$ cat src/design/psa_pkg.sv
// Shared types, codes and constants for the paged sequence page allocator.
// No dependencies.
package psa_pkg;

  localparam int unsigned POOL_PAGES_DEF  = 1024;
  localparam int unsigned TABLE_SLOTS_DEF = 256;
  localparam int unsigned MAX_RUN_DEF     = 64;

  localparam logic [63:0] MIX_C1    = 64'hff51afd7ed558ccd;
  localparam logic [63:0] MIX_C2    = 64'hc4ceb9fe1a85ec53;
  localparam int unsigned MIX_SHIFT = 33;
  localparam logic [63:0] KEY_EMPTY = 64'h8000000000000000;
  localparam logic [63:0] KEY_TOMB  = 64'h8000000000000001;

  localparam int unsigned PAGE_IDX_W = 10;
  localparam int unsigned FREE_W     = 11;
  localparam int unsigned ACTIVE_W   = 9;
  localparam int unsigned COUNT_W    = 7;

  typedef enum logic [1:0] {
    ACT_ACQUIRE = 2'd0,
    ACT_RELEASE = 2'd1,
    ACT_LIST    = 2'd2,
    ACT_BAD     = 2'd3
  } action_e;

  typedef enum logic [2:0] {
    ST_OK        = 3'd0,
    ST_TOO_FEW   = 3'd1,
    ST_TABLE_FUL = 3'd2,
    ST_NOT_FOUND = 3'd3,
    ST_LIMIT     = 3'd4
  } status_e;

  typedef struct packed {
    action_e            op;
    logic               bad;
    logic [63:0]        key;
    logic [COUNT_W-1:0] count;
    logic               limit_given;
    logic [COUNT_W-1:0] limit;
  } item_t;

  typedef struct packed {
    status_e               status;
    logic                  page_valid;
    logic [PAGE_IDX_W-1:0] page_index;
    logic                  last;
    logic                  new_sequence;
    logic [FREE_W-1:0]     free_pages;
    logic [ACTIVE_W-1:0]   live_seqs;
  } res_t;

endpackage

$ cat src/design/psa_outq.sv
// Result queue between the engine and the result port.
// Depends on psa_pkg.
module psa_outq
  import psa_pkg::*;
(
  input  logic clk_i,
  input  logic rst_ni,
  input  logic res_push_i,
  input  res_t res_i,
  output logic res_full_o,
  input  logic pop,
  output logic empty,
  output res_t res_o
);

  res_t       ent_q [4];
  logic [1:0] wp_q, rp_q;
  logic [2:0] cnt_q;
  logic       do_pop;

  assign empty      = (cnt_q == 3'd0);
  assign res_full_o = (cnt_q == 3'd4);
  assign do_pop     = pop && !empty;
  assign res_o      = ent_q[rp_q];

  always_ff @(posedge clk_i) begin
    if (res_push_i) begin
      ent_q[wp_q] <= res_i;
    end
  end

  always_ff @(posedge clk_i or negedge rst_ni) begin
    if (!rst_ni) begin
      wp_q  <= '0;
      rp_q  <= '0;
      cnt_q <= '0;
    end else begin
      if (res_push_i) wp_q <= wp_q + 2'd1;
      if (do_pop) rp_q <= rp_q + 2'd1;
      cnt_q <= cnt_q + 3'(res_push_i) - 3'(do_pop);
    end
  end

endmodule

$ cat config.mk
export PLATFORM = sky130hd
export DESIGN_NAME = psa_outq
export DESIGN_NICKNAME = d
export VERILOG_FILES = /design/src/design/psa_pkg.sv /design/src/design/psa_outq.sv
export SDC_FILE = /design/constraint.sdc
export NUM_CORES = 1
export LEC_CHECK = 0
export BUFFER_PORTS_ARGS = -buffer_cell sky130_fd_sc_hd__buf_2
export CORE_ASPECT_RATIO = 0.9
export CORE_MARGIN = 3
export CORE_UTILIZATION = 50
export CTS_CLUSTER_SIZE = 8
export DETAILED_ROUTE_END_ITERATION = 10
export HOLD_SLACK_MARGIN = 0.03
export PLACE_DENSITY_LB_ADDON = 0.12
export SLEW_MARGIN = 20
export SYNTH_ARGS = -nofsm -noshare
export SYNTH_HDL_FRONTEND = slang
export SYNTH_SLANG_ARGS = --single-unit
$ cat constraint.sdc
create_clock -name clk_i -period 2.9 [get_ports clk_i]
set_input_delay 0.725 -clock clk_i [delete_from_list [all_inputs] [get_ports clk_i]]
set_output_delay 0.725 -clock clk_i [all_outputs]
set_load 0.05 [all_outputs]
[Yosys cells after proc, flatten, opt, wreduce, memory -nomap -nowiden]
Memory sizes are Yosys's and may differ from the RTL's.
Cells that the tools add are included.
Storage, ports and cells
  register bits: 7
  bits in writable memories: 144
  logic and storage cells: 14
  bits of input ports: 40
  memories: 1
Operators by class
  add/sub/neg operators: 4
  equality and inequality tests: 1
  reduce and logical (&&, ||, !) cells: 3
  muxes and demuxes: 2
Memories
  ent_q: depth 4, bits a word 36, rd ports 1, clocked after memory_dff 0, wr ports 1, RTL line psa_outq.sv:16  | res_t ent_q [4];
Operator list (count)
  adder 2 x 1 -> 2 bit (second input constant): 2
  adder 3 x 1 -> 3 bit: 1
  == test 3 bit (second input constant): 1
  logical NOT 3 bit: 1
  subtractor 3 x 1 -> 3 bit: 1
  two-way mux 1 bit: 2
  logical AND 1 bit: 1
  logical NOT 1 bit: 1

[Longest topological paths before layout]
  depth in word-level cells: 4
  depth in mapped cells: 9
  mapped depth without buffers: 9

[Worst setup path after synthesis]
OpenSTA, ideal clock, no wires.
  path type: register -> output
  start: reg cnt_q[1]
  end: out res_full_o
  path slack: 0.552 ns
  arrival time: 1.623 ns
  cell stages (with the launch flop): 2
  required time: 2.175 ns
  cells stage by stage: dfrtp_1 -> nor3b_1
Between the ends
  cells in the longest elaborated chain, start to end: 1
Ends and longest elaborated chain
  start, declared: RTL line psa_outq.sv:18  | logic [2:0] cnt_q;
  start signal, assigned: RTL line psa_outq.sv:40  | cnt_q <= cnt_q + 3'(res_push_i) - 3'(do_pop);
  == test 3 bit: RTL line psa_outq.sv:22  | assign res_full_o = (cnt_q == 3'd4);
  end, declared: RTL line psa_outq.sv:10  | output logic res_full_o,
No other way between the ends.

==> metrics.yaml <==
logic_synthesis:
  yosysMostFrequentCell: "edfxtp_1"
  syn_inst: 224
  synth_cell_types: 19
  ys_dominant_reg_cell: "edfxtp_1"
  synth.largest_area_cell: "edfxtp_1"
  ys_async_sr_fraction_pct: 4.64
  syn_avg_cell_area_um2: 25.1
  synth_commonest_cells: "144 x edfxtp_1, 36 x mux4_2, 7 x dfrtp_1, 7 x inv_1, 6 x ha_1"
  mappedNetlistNets: 271
  synth-seq-cells: 151
  synth_top_cell_area_share_pct: 77.0
  synth.yosys.warnings: 0
  synthesis.area_mm2: 0.00562
  synth.area.top_cells: "edfxtp_1 77%, mux4_2 14%, dfrtp_1 3.1%"
  yosysSeqAreaShare_pct: 80.1
  synth-edff-count: 144
global_route:
  grt_busiest_layer: "met2"
  grt_pass1_wl_um: 14700
  grt_pass1_vias: 2630
  gr-usage-met1_pct: 21.1
  grt_max_degree: 32
  antenna_found_initial: 1
  grt.overflow.total: 0
  grt_use_met3_pct: 7.13
  grtUsageMet2_pct: 24.9
  grt_use_total_pct: 16.3
critical_path:
  crit_slowest_cell: "dfrtp_2"
  crit_fanout: 21
  rrSetupSlack_ns: 0.73
  r2r_end: "cnt_q[2]$_DFF_PN0_"
  critPathMaxStageDelay_ns: 0.57
  critPathCaptureType: "output port"
  startpoint_type: "flip-flop"
  crit_start: "rp_q[0]$_DFFE_PN0P_"
  required_ns: 2.17
  critPathKind: "flip-flop to output port"
  cp_data_arrival_time_ns: 2.01
  crit_end: "res_o[25]"
  cp_cell_sequence: "buf_12 -> mux4_2 -> buf_2"
  worstRegToRegCells: 9
  r2r_start: "cnt_q[1]$_DFF_PN0_"
clock_network:
  clock-sinks: 151
  cts_buffers: 17
  cts_tree: "done"
  cts-root-buf: "clkbuf_16"
  clock_latency_ns: 0.41
  cts.clk_slew.worst_paths_ns: 0.05
  htreeDepth: 4
  ctsHoldBuffers: 0
  clockBufferDepth: 2
  cts_resized: 0
  postCtsSetupBuffers: 0
cells_and_area:
  layout-drive-gt1-share_pct: 46.9
  area_growth_pct: 21.1
  final_nets: 370
  num_antenna_cells: 0
hold_path:
  hold_path_class: "input port to async pin"
route:
  wirelength_um: 9290
  wire_per_inst_um: 19.1
  via_count: 2493
  antenna_left: 0
  viasPerCell: 5.12
  remaining_drc_errors: 0
  dr.pass1.iters: 4
  dr.first_iter.drc_count: 189
floorplan:
  start_util_pct: 51.5
  core_area_mm2: 0.0109
  die_h_um: 107
  die_w_um: 118
  ios: 78
  die-area_mm2: 0.0125
  rows: 36
placement:
  hpwl_um: 6000
  portBuffers: 77
  place_congestion: 0.709
power:
  p_total_uw: 8050
  cellLeakagePower_uw: 0.00240
  vdd_drop_max_mv: 0.697
  power_per_cell_area_mw_per_mm2: 1180
sta:
  hold_viol_final: 0
  finalSetupViolCount: 0
  slew_violations: 0
  slew-limit-headroom_pct: 71.1
  rsz0062_at_grt: "false"
  fin_crit_sh_pct: 94.4
  fin_crit_ns: 2.74
  skew_ns: 0.00435
  worst_pin_slew_ns: 0.433
  timing.fmax_mhz: 365
  tns_ns: 0
flow_run:
  maxCapViolations: 0
status:
  outcome: "finished clean"
per-stage QoR:
step	util (%)	cell area (µm²)	instances	setup slack, ns	hold slack [ns]
global placement	57.4	6250	456	0.553	0.517
global route	62.4	6800	487	0.0418	0.126
detailed placement	57.4	6250	456	0.551	0.527
finish	62.4	6800	487	0.164	0.145
CTS	62.4	6800	487	0.102	0.121
floorplan	-	5620	224	0.552	0.429
worst max-delay path: cells and delay by family, from the launching register on:
kind | cells | cell delay (ns)
buffers and inverters | 2 | 0.49
multiplexers | 1 | 0.54
flip-flops | 1 | 0.57
worst min-delay path by stage:
| stage | start | end | slack, ns | cells past startpoint |
|---|---|---|---|---|
| floorplan | rst_ni | cnt_q[0]$_DFF_PN0_ | 0.43 | 0 |
| global placement | wp_q[0]$_DFFE_PN0P_ | wp_q[0]$_DFFE_PN0P_ | 0.52 | 1 |
| detailed placement | wp_q[0]$_DFFE_PN0P_ | wp_q[0]$_DFFE_PN0P_ | 0.53 | 1 |
| CTS | rst_ni | cnt_q[2]$_DFF_PN0_ | 0.12 | 1 |
| global route | rst_ni | cnt_q[0]$_DFF_PN0_ | 0.13 | 1 |
| finish | rst_ni | cnt_q[0]$_DFF_PN0_ | 0.14 | 1 |
power breakdown:
part | total [µW] | internal, µW | switching [µW]
registers | 3050 | 2870 | 188
clock network | 2020 | 1250 | 771
logic | 2980 | 976 | 2000
layout by cell type (no fill, tap or decap):
cell / instances
clkinv_2: 6
xnor2_1: 4
nor3b_1: 1
dfrtp_2: 2
xor2_1: 1
edfxtp_1: 144
clkbuf_16: 17
o311ai_0: 1
buf_12: 4
inv_1: 7
clkbuf_1: 3
nand2_1: 1
and2_2: 4
nor3_1: 1
clkinvlp_4: 2
ha_1: 6
buf_2: 77
clkinv_1: 1
dfrtp_1: 5
mux4_2: 36
o31ai_1: 1
fa_1: 1
bufinv_16: 2
o21ai_0: 1
buf_4: 7
state kept, by name, indices dropped and copies added, names as in the netlist:
signal / cells
cnt_q: 3
rp_q: 2
ent_q: 144
wp_q: 2
cell type report:
type / instances / area (µm²)
sequential: 151 / 4500
timing repair buffer: 88 / 518
tap: 152 / 190
fill: 810 / 4100
multi-input combinational: 58 / 1020
clock inverter: 11 / 109
inverter: 7 / 26.3
clock buffer: 20 / 437
layer usage:
metal | vias up | part of all wire, %
met4 | 2 | 1.0
met2 | 67 | 49
li1 | 1147 | -
met3 | 10 | 6.0
met5 | - | 0.097
met1 | 1267 | 44
kinds of logic (layout without fill, tap and decap cells):
group | count (synthesis) | after routing | synth area share (%)
xor+xnor | 5 | 5 | 0.780
fa+ha+maj | 7 | 7 | 1.69
simple gates | 7 | 7 | 0.735
flops | 151 | 151 | 80.1
buf+inv | 15 | 126 | 1.87
mux | 36 | 36 | 14.4
compound gates | 3 | 3 | 0.379
Power figures use the tool's default switching activity.
