==> config.mk <==
export PLATFORM = sky130hd
export DESIGN_NAME = psa_front
export DESIGN_NICKNAME = d
export VERILOG_FILES = /design/src/design/psa_pkg.sv /design/src/design/psa_front.sv
export SDC_FILE = /design/constraint.sdc
export NUM_CORES = 1
export LEC_CHECK = 0
export ABC_AREA = 1
export BUFFER_PORTS_ARGS = -buffer_cell sky130_fd_sc_hd__buf_2
export CELL_PAD_IN_SITES_DETAIL_PLACEMENT = 1
export CELL_PAD_IN_SITES_GLOBAL_PLACEMENT = 2
export CORE_MARGIN = 2
export CORE_UTILIZATION = 34
export DETAILED_ROUTE_END_ITERATION = 10
export GPL_ROUTABILITY_DRIVEN = 0
export GPL_TIMING_DRIVEN = 0
export PLACE_DENSITY = 0.71
export SETUP_SLACK_MARGIN = 0.2
export SYNTH_ARGS = -nofsm -noshare
export SYNTH_HDL_FRONTEND = slang
export SYNTH_SLANG_ARGS = --single-unit
==> constraint.sdc <==
create_clock -name clk_i -period 4.5 [get_ports clk_i]
set_input_delay 0.675 -clock clk_i [delete_from_list [all_inputs] [get_ports clk_i]]
set_output_delay 0.675 -clock clk_i [all_outputs]
set_load 0.05 [all_outputs]
==> src/design/psa_pkg.sv <==
// Shared types, codes and constants for the paged sequence page allocator.
// No dependencies.
package psa_pkg;

  localparam int unsigned POOL_PAGES_DEF  = 1024;
  localparam int unsigned TABLE_SLOTS_DEF = 256;
  localparam int unsigned MAX_RUN_DEF     = 64;

  localparam logic [63:0] MIX_C1    = 64'hff51afd7ed558ccd;
  localparam logic [63:0] MIX_C2    = 64'hc4ceb9fe1a85ec53;
  localparam int unsigned MIX_SHIFT = 33;
  localparam logic [63:0] KEY_EMPTY = 64'h8000000000000000;
  localparam logic [63:0] KEY_TOMB  = 64'h8000000000000001;

  localparam int unsigned PAGE_IDX_W = 10;
  localparam int unsigned FREE_W     = 11;
  localparam int unsigned ACTIVE_W   = 9;
  localparam int unsigned COUNT_W    = 7;

  typedef enum logic [1:0] {
    ACT_ACQUIRE = 2'd0,
    ACT_RELEASE = 2'd1,
    ACT_LIST    = 2'd2,
    ACT_BAD     = 2'd3
  } action_e;

  typedef enum logic [2:0] {
    ST_OK        = 3'd0,
    ST_TOO_FEW   = 3'd1,
    ST_TABLE_FUL = 3'd2,
    ST_NOT_FOUND = 3'd3,
    ST_LIMIT     = 3'd4
  } status_e;

  typedef struct packed {
    action_e            op;
    logic               bad;
    logic [63:0]        key;
    logic [COUNT_W-1:0] count;
    logic               limit_given;
    logic [COUNT_W-1:0] limit;
  } item_t;

  typedef struct packed {
    status_e               status;
    logic                  page_valid;
    logic [PAGE_IDX_W-1:0] page_index;
    logic                  last;
    logic                  new_sequence;
    logic [FREE_W-1:0]     free_pages;
    logic [ACTIVE_W-1:0]   live_seqs;
  } res_t;

endpackage

==> src/design/psa_front.sv <==
// Front end: takes request beats, flags reserved keys and bad actions,
// and queues them for the engine. Depends on psa_pkg.
module psa_front
  import psa_pkg::*;
(
  input  logic                clk_i,
  input  logic                rst_ni,
  input  logic                init_done_i,
  input  logic                push,
  output logic                full,
  input  logic [1:0]          action_i,
  input  logic signed [63:0]  sequence_id_i,
  input  logic [COUNT_W-1:0]  page_count_i,
  input  logic                limit_given_i,
  input  logic [COUNT_W-1:0]  list_limit_i,
  output logic                item_valid_o,
  output item_t               item_o,
  input  logic                item_pop_i
);

  item_t       ent_q [2];
  logic        wp_q, rp_q;
  logic [1:0]  cnt_q;
  item_t       item_in;
  logic        do_push;

  always_comb begin
    item_in.op          = action_e'(action_i);
    item_in.key         = sequence_id_i;
    item_in.bad         = (sequence_id_i == KEY_EMPTY) || (sequence_id_i == KEY_TOMB) ||
                          (action_i == ACT_BAD);
    item_in.count       = page_count_i;
    item_in.limit_given = limit_given_i;
    item_in.limit       = list_limit_i;
  end

  assign full         = (cnt_q == 2'd2) || !init_done_i;
  assign do_push      = push && !full;
  assign item_valid_o = (cnt_q != 2'd0);
  assign item_o       = ent_q[rp_q];

  always_ff @(posedge clk_i) begin
    if (do_push) begin
      ent_q[wp_q] <= item_in;
    end
  end

  always_ff @(posedge clk_i or negedge rst_ni) begin
    if (!rst_ni) begin
      wp_q  <= 1'b0;
      rp_q  <= 1'b0;
      cnt_q <= 2'd0;
    end else begin
      if (do_push) wp_q <= ~wp_q;
      if (item_pop_i) rp_q <= ~rp_q;
      cnt_q <= cnt_q + 2'(do_push) - 2'(item_pop_i);
    end
  end

endmodule

== Yosys cells after proc, flatten, opt, wreduce, memory -nomap -nowiden ==
Memories as Yosys holds them, arrays and structs flattened.
Index checks and enable logic that the tools add are counted.
Word-level totals
  register bits: 4
  RAM bits: 164
  bits of input ports: 86
  output and inout bits: 84
  word-level logic and storage cells: 21
  memories: 1
Memories
  ent_q: depth 2, bits a word 82, rd ports 1, clocked after Yosys merged registers in 0, write ports 1, line psa_front.sv:21  | item_t ent_q [2];
Operators by class
  add/subtract/negate cells: 2
  eq/ne operators: 4
  mux-type cells: 2
  bitwise logic cells: 2
  reduce and logical (&&, ||, !) cells: 7
Operators with widths (count)
  $eq A64 B64 Y1 const B: 2
  $eq A2 B2 Y1 const B: 2
  $logic_or A1 B1 Y1: 3
  $add A2 B1 Y2: 1
  $logic_not A1 Y1: 2
  $mux W1: 2
  $not A1 Y1: 2
  $reduce_bool A2 Y1: 1
  $sub A2 B1 Y2: 1
  $logic_and A1 B1 Y1: 1

== Longest topological paths before layout ==
  word-level depth: 6
  gate-level depth with buffers: 8
  depth with buffers taken out: 8

== Worst setup path after synthesis ==
Ideal clock, no wire load.
  kind: input -> register
  from: input push
  to: memory ent_q[0][0] (netlist name), enable pin
  library setup time: 0.523 ns
  arrival time: 4.261 ns
  data required time: 3.977 ns
  setup slack: -0.285 ns
  stages: 2
  buffers on the path: 0
  cells stage by stage: nand3_1 nor2_1
Between the ends
  cells in the longest elaborated chain, start to end: 3
RTL lines
  from (decl): line psa_front.sv:9  | input logic push,
  $logic_and A1 B1 Y1: line psa_front.sv:38  | assign do_push = push && !full;
  $mux W1: line psa_front.sv:43  | if (do_push) begin
  $mux W1 (implied by the code): line psa_front.sv:44  | ent_q[wp_q] <= item_in;
  to (decl): line psa_front.sv:21
No other way between the ends.

==> impl_metrics.env <==
export IMPL_status="finished, final reports clean"
export IMPL_required_ns=3.83
export IMPL_holdWs_ns=0.0525
export IMPL_synthTopCellsByArea="edfxtp_1 (73%), mux2_4 (16%), nor2_1 (2.4%), buf_12 (2.1%), mux2_2 (2.0%)"
export IMPL_slew_limit_headroom_pct=70.2
export IMPL_met3_usage_pct=4.47
export IMPL_io_buffers=169
export IMPL_powerDensity_nw_per_um2=673
export IMPL_r2r_cells=5
export IMPL_synth_nets=428
export IMPL_pwr_share_clk_pct=23.4
export IMPL_via_per_inst=4.39
export IMPL_io_pins=170
export IMPL_clk_pin_slew_ns=0.07
export IMPL_synth_cells=340
export IMPL_synth_area_um2=6710
export IMPL_drv_cap=0
export IMPL_cp_data_arrival_time_ns=1.73
export IMPL_synth_common_cells="edfxtp_1 (164), mux2_4 (70), nor2_1 (43), nand2_1 (25), mux2_2 (12)"
export IMPL_grt_busiest_layer="met2"
export IMPL_fin_crit_sh_pct=53.4
export IMPL_holdBufCountCts=0
export IMPL_hold_viol_final=0
export IMPL_cts_buffers_inserted=17
export IMPL_fp_dieArea_um2=20900
export IMPL_period_needed_ns=2.40
export IMPL_critPathLaunchType="flip-flop"
export IMPL_fp_coreArea_um2=19400
export IMPL_worstMarginPinSlew_ns=0.446
export IMPL_synth_flop_cell="edfxtp_1"
export IMPL_maxSlewViolCount=0
export IMPL_drt_total_wl_um=13800
export IMPL_grt_usage_pct=13.7
export IMPL_floorplan_rows=51
export IMPL_yosysMostFrequentCell="edfxtp_1"
export IMPL_cts_sinks=168
export IMPL_max_freq_ghz=0.416
export IMPL_grt_first_pass_wirelength_um=20900
export IMPL_nFillCells=1972
export IMPL_async_reset_ff_share_pct=2.38
export IMPL_yosysTopAreaCell="edfxtp_1"
export IMPL_cts_tree="built"
export IMPL_overflow=0
export IMPL_critical_path_class="flip-flop to output port"
export IMPL_die_width_um=145
export IMPL_hold_path_class="input pin to async pin"
export IMPL_drtIter0Drc=139
export IMPL_wl_per_cell_um=17.1
export IMPL_area_growth_pct=27.7
export IMPL_r2r_start="cnt_q[1]"
export IMPL_initial_core_util_pct=34.6
export IMPL_ant_nets=0
export IMPL_rsz0062_at_grt="false"
export IMPL_cp_max_fo=10
export IMPL_syn_area_per_cell_um2=19.7
export IMPL_skew_ns=0.00832
export IMPL_drive_gt1_share_pct=54.2
export IMPL_fin_nets=622
export IMPL_clk_latency_ns=0.42
export IMPL_antenna_found_initial=0
export IMPL_peakVddDrop_mv=0.276
export IMPL_r2r_end="ent_q[1][28]"
export IMPL_r2r_slack_ns=2.53
export IMPL_swShare_pct=38.5
export IMPL_drc=0
export IMPL_power_switching_mw=2.22
export IMPL_yosysWarnings=0
export IMPL_cp_end_kind="output port"
export IMPL_utilization_pct=44.2
export IMPL_grt_pass1_vias=3962
export IMPL_ys_seq_area_share_pct=74.9
export IMPL_finalSetupViolCount=0
export IMPL_grt_max_degree=32
export IMPL_post_cts_buffers=0
export IMPL_cellInternalPower_mw=3.55
export IMPL_globalRouteMet2Util_pct=23.7
export IMPL_synth_seq_cells=168
export IMPL_hpwl_um=10100
export IMPL_synth_edf_count=164
export IMPL_post_cts_resized=0
export IMPL_die_h_um=145
export IMPL_grt_met1_usage_pct=15.7
export IMPL_firstDrtPassIters=6
export IMPL_root_buffer="clkbuf_16"
export IMPL_synth_top_area_share_pct=73.4
export IMPL_p_leak_nw=3.37
export IMPL_comb_power_share_pct=42.0
export IMPL_vias=3557
export IMPL_p_seq_share_pct=34.7
export IMPL_cts_htree_levels=4
export IMPL_num_antenna_cells=0
export IMPL_clk_path_buf_depth=2
export IMPL_yosys_cell_types_count=15
-- routing by layer --
metal	share of wire [%]	wire [µm]
met1	41	5660
met3	5.8	797
met5	0	0
met2	52	7200
met4	1.3	182
-- sequential cells by signal, indices dropped and copies added (netlist names) --
signal and flops:
cnt_q 2, ent_q 164, rp_q 1, wp_q 1
-- worst max-delay path, stage by stage, from the launching register on --
cell and delay [ns]:
dfrtp_1 0.35, buf_6 0.24, buf_12 0.19, mux2_4 0.31
buf_2 0.22
-- stage by stage --
stage / setup TNS (ns) / instances / worst slack, ns / total power [mW] / cell area [µm²]
4_1_cts: 0 / 811 / 2.05 / 5.86 / 8570
2_1_floorplan: -46.68 / 340 / -0.285 / 3.99 / 6710
5_1_grt: 0 / 811 / 2.02 / 6.01 / 8570
6_report: 0 / 811 / 2.10 / 5.77 / 8570
3_3_place_gp: -422.90 / 774 / -2.59 / 4.45 / 7890
3_5_place_dp: 0 / 780 / 2.21 / 4.49 / 8040
-- cell type report --
cell class	instances	area [µm²]	share of cell area [%]
Clock inverter	12	101	1.18
Timing Repair Buffer	175	981	11.4
Inverter	5	18.8	0.219
Clock buffer	19	433	5.05
Tap cell	265	332	3.87
Sequential cell	168	5020	58.6
Buffer	9	156	1.82
Multi-Input combinational cell	158	1530	17.8
-- cells by family after synthesis --
logic type | Yosys count | share of synthesized area [%]
AND/OR/NAND/NOR | 70 | 3.97
multiplexers | 82 | 17.7
buffers and inverters | 14 | 2.61
XOR/XNOR | 4 | 0.522
flip-flops | 168 | 74.9
adder cells (fa/ha/maj) | 2 | 0.373
-- power groups by stage --
stage               Clock (mW)  Sequential (mW)  Combinational (mW)
detailed placement           0             2.04                2.46
floorplan                    0             2.04                1.95
global route              1.45             2.02                2.54
CTS                       1.39             2.00                2.46
finish                    1.35             2.00                2.42
global placement             0             2.07                2.38
-- layout by cell type (no fill, tap or decap), drive strengths merged --
| cell type | count |
|---|---|
| buf | 184 |
| bufinv | 1 |
| clkbuf | 19 |
| clkinv | 5 |
| clkinvlp | 3 |
| dfrtp | 4 |
| edfxtp | 164 |
| ha | 2 |
| inv | 8 |
| mux2 | 82 |
| nand2 | 25 |
| nand3 | 1 |
| nor2 | 43 |
| or2 | 1 |
| xnor2 | 2 |
| xor2 | 2 |
-- how the worst max path moves through the flow --
stage               cells after the start      endpoint         from
global route                            4    item_o[35]         rp_q
detailed placement                      5  ent_q[1][28]  init_done_i
CTS                                     4    item_o[35]         rp_q
finish                                  4    item_o[35]         rp_q
floorplan                               2   ent_q[0][0]         push
global placement                        3  ent_q[1][29]  init_done_i
Note: power is estimated with default switching activity, not from simulation.
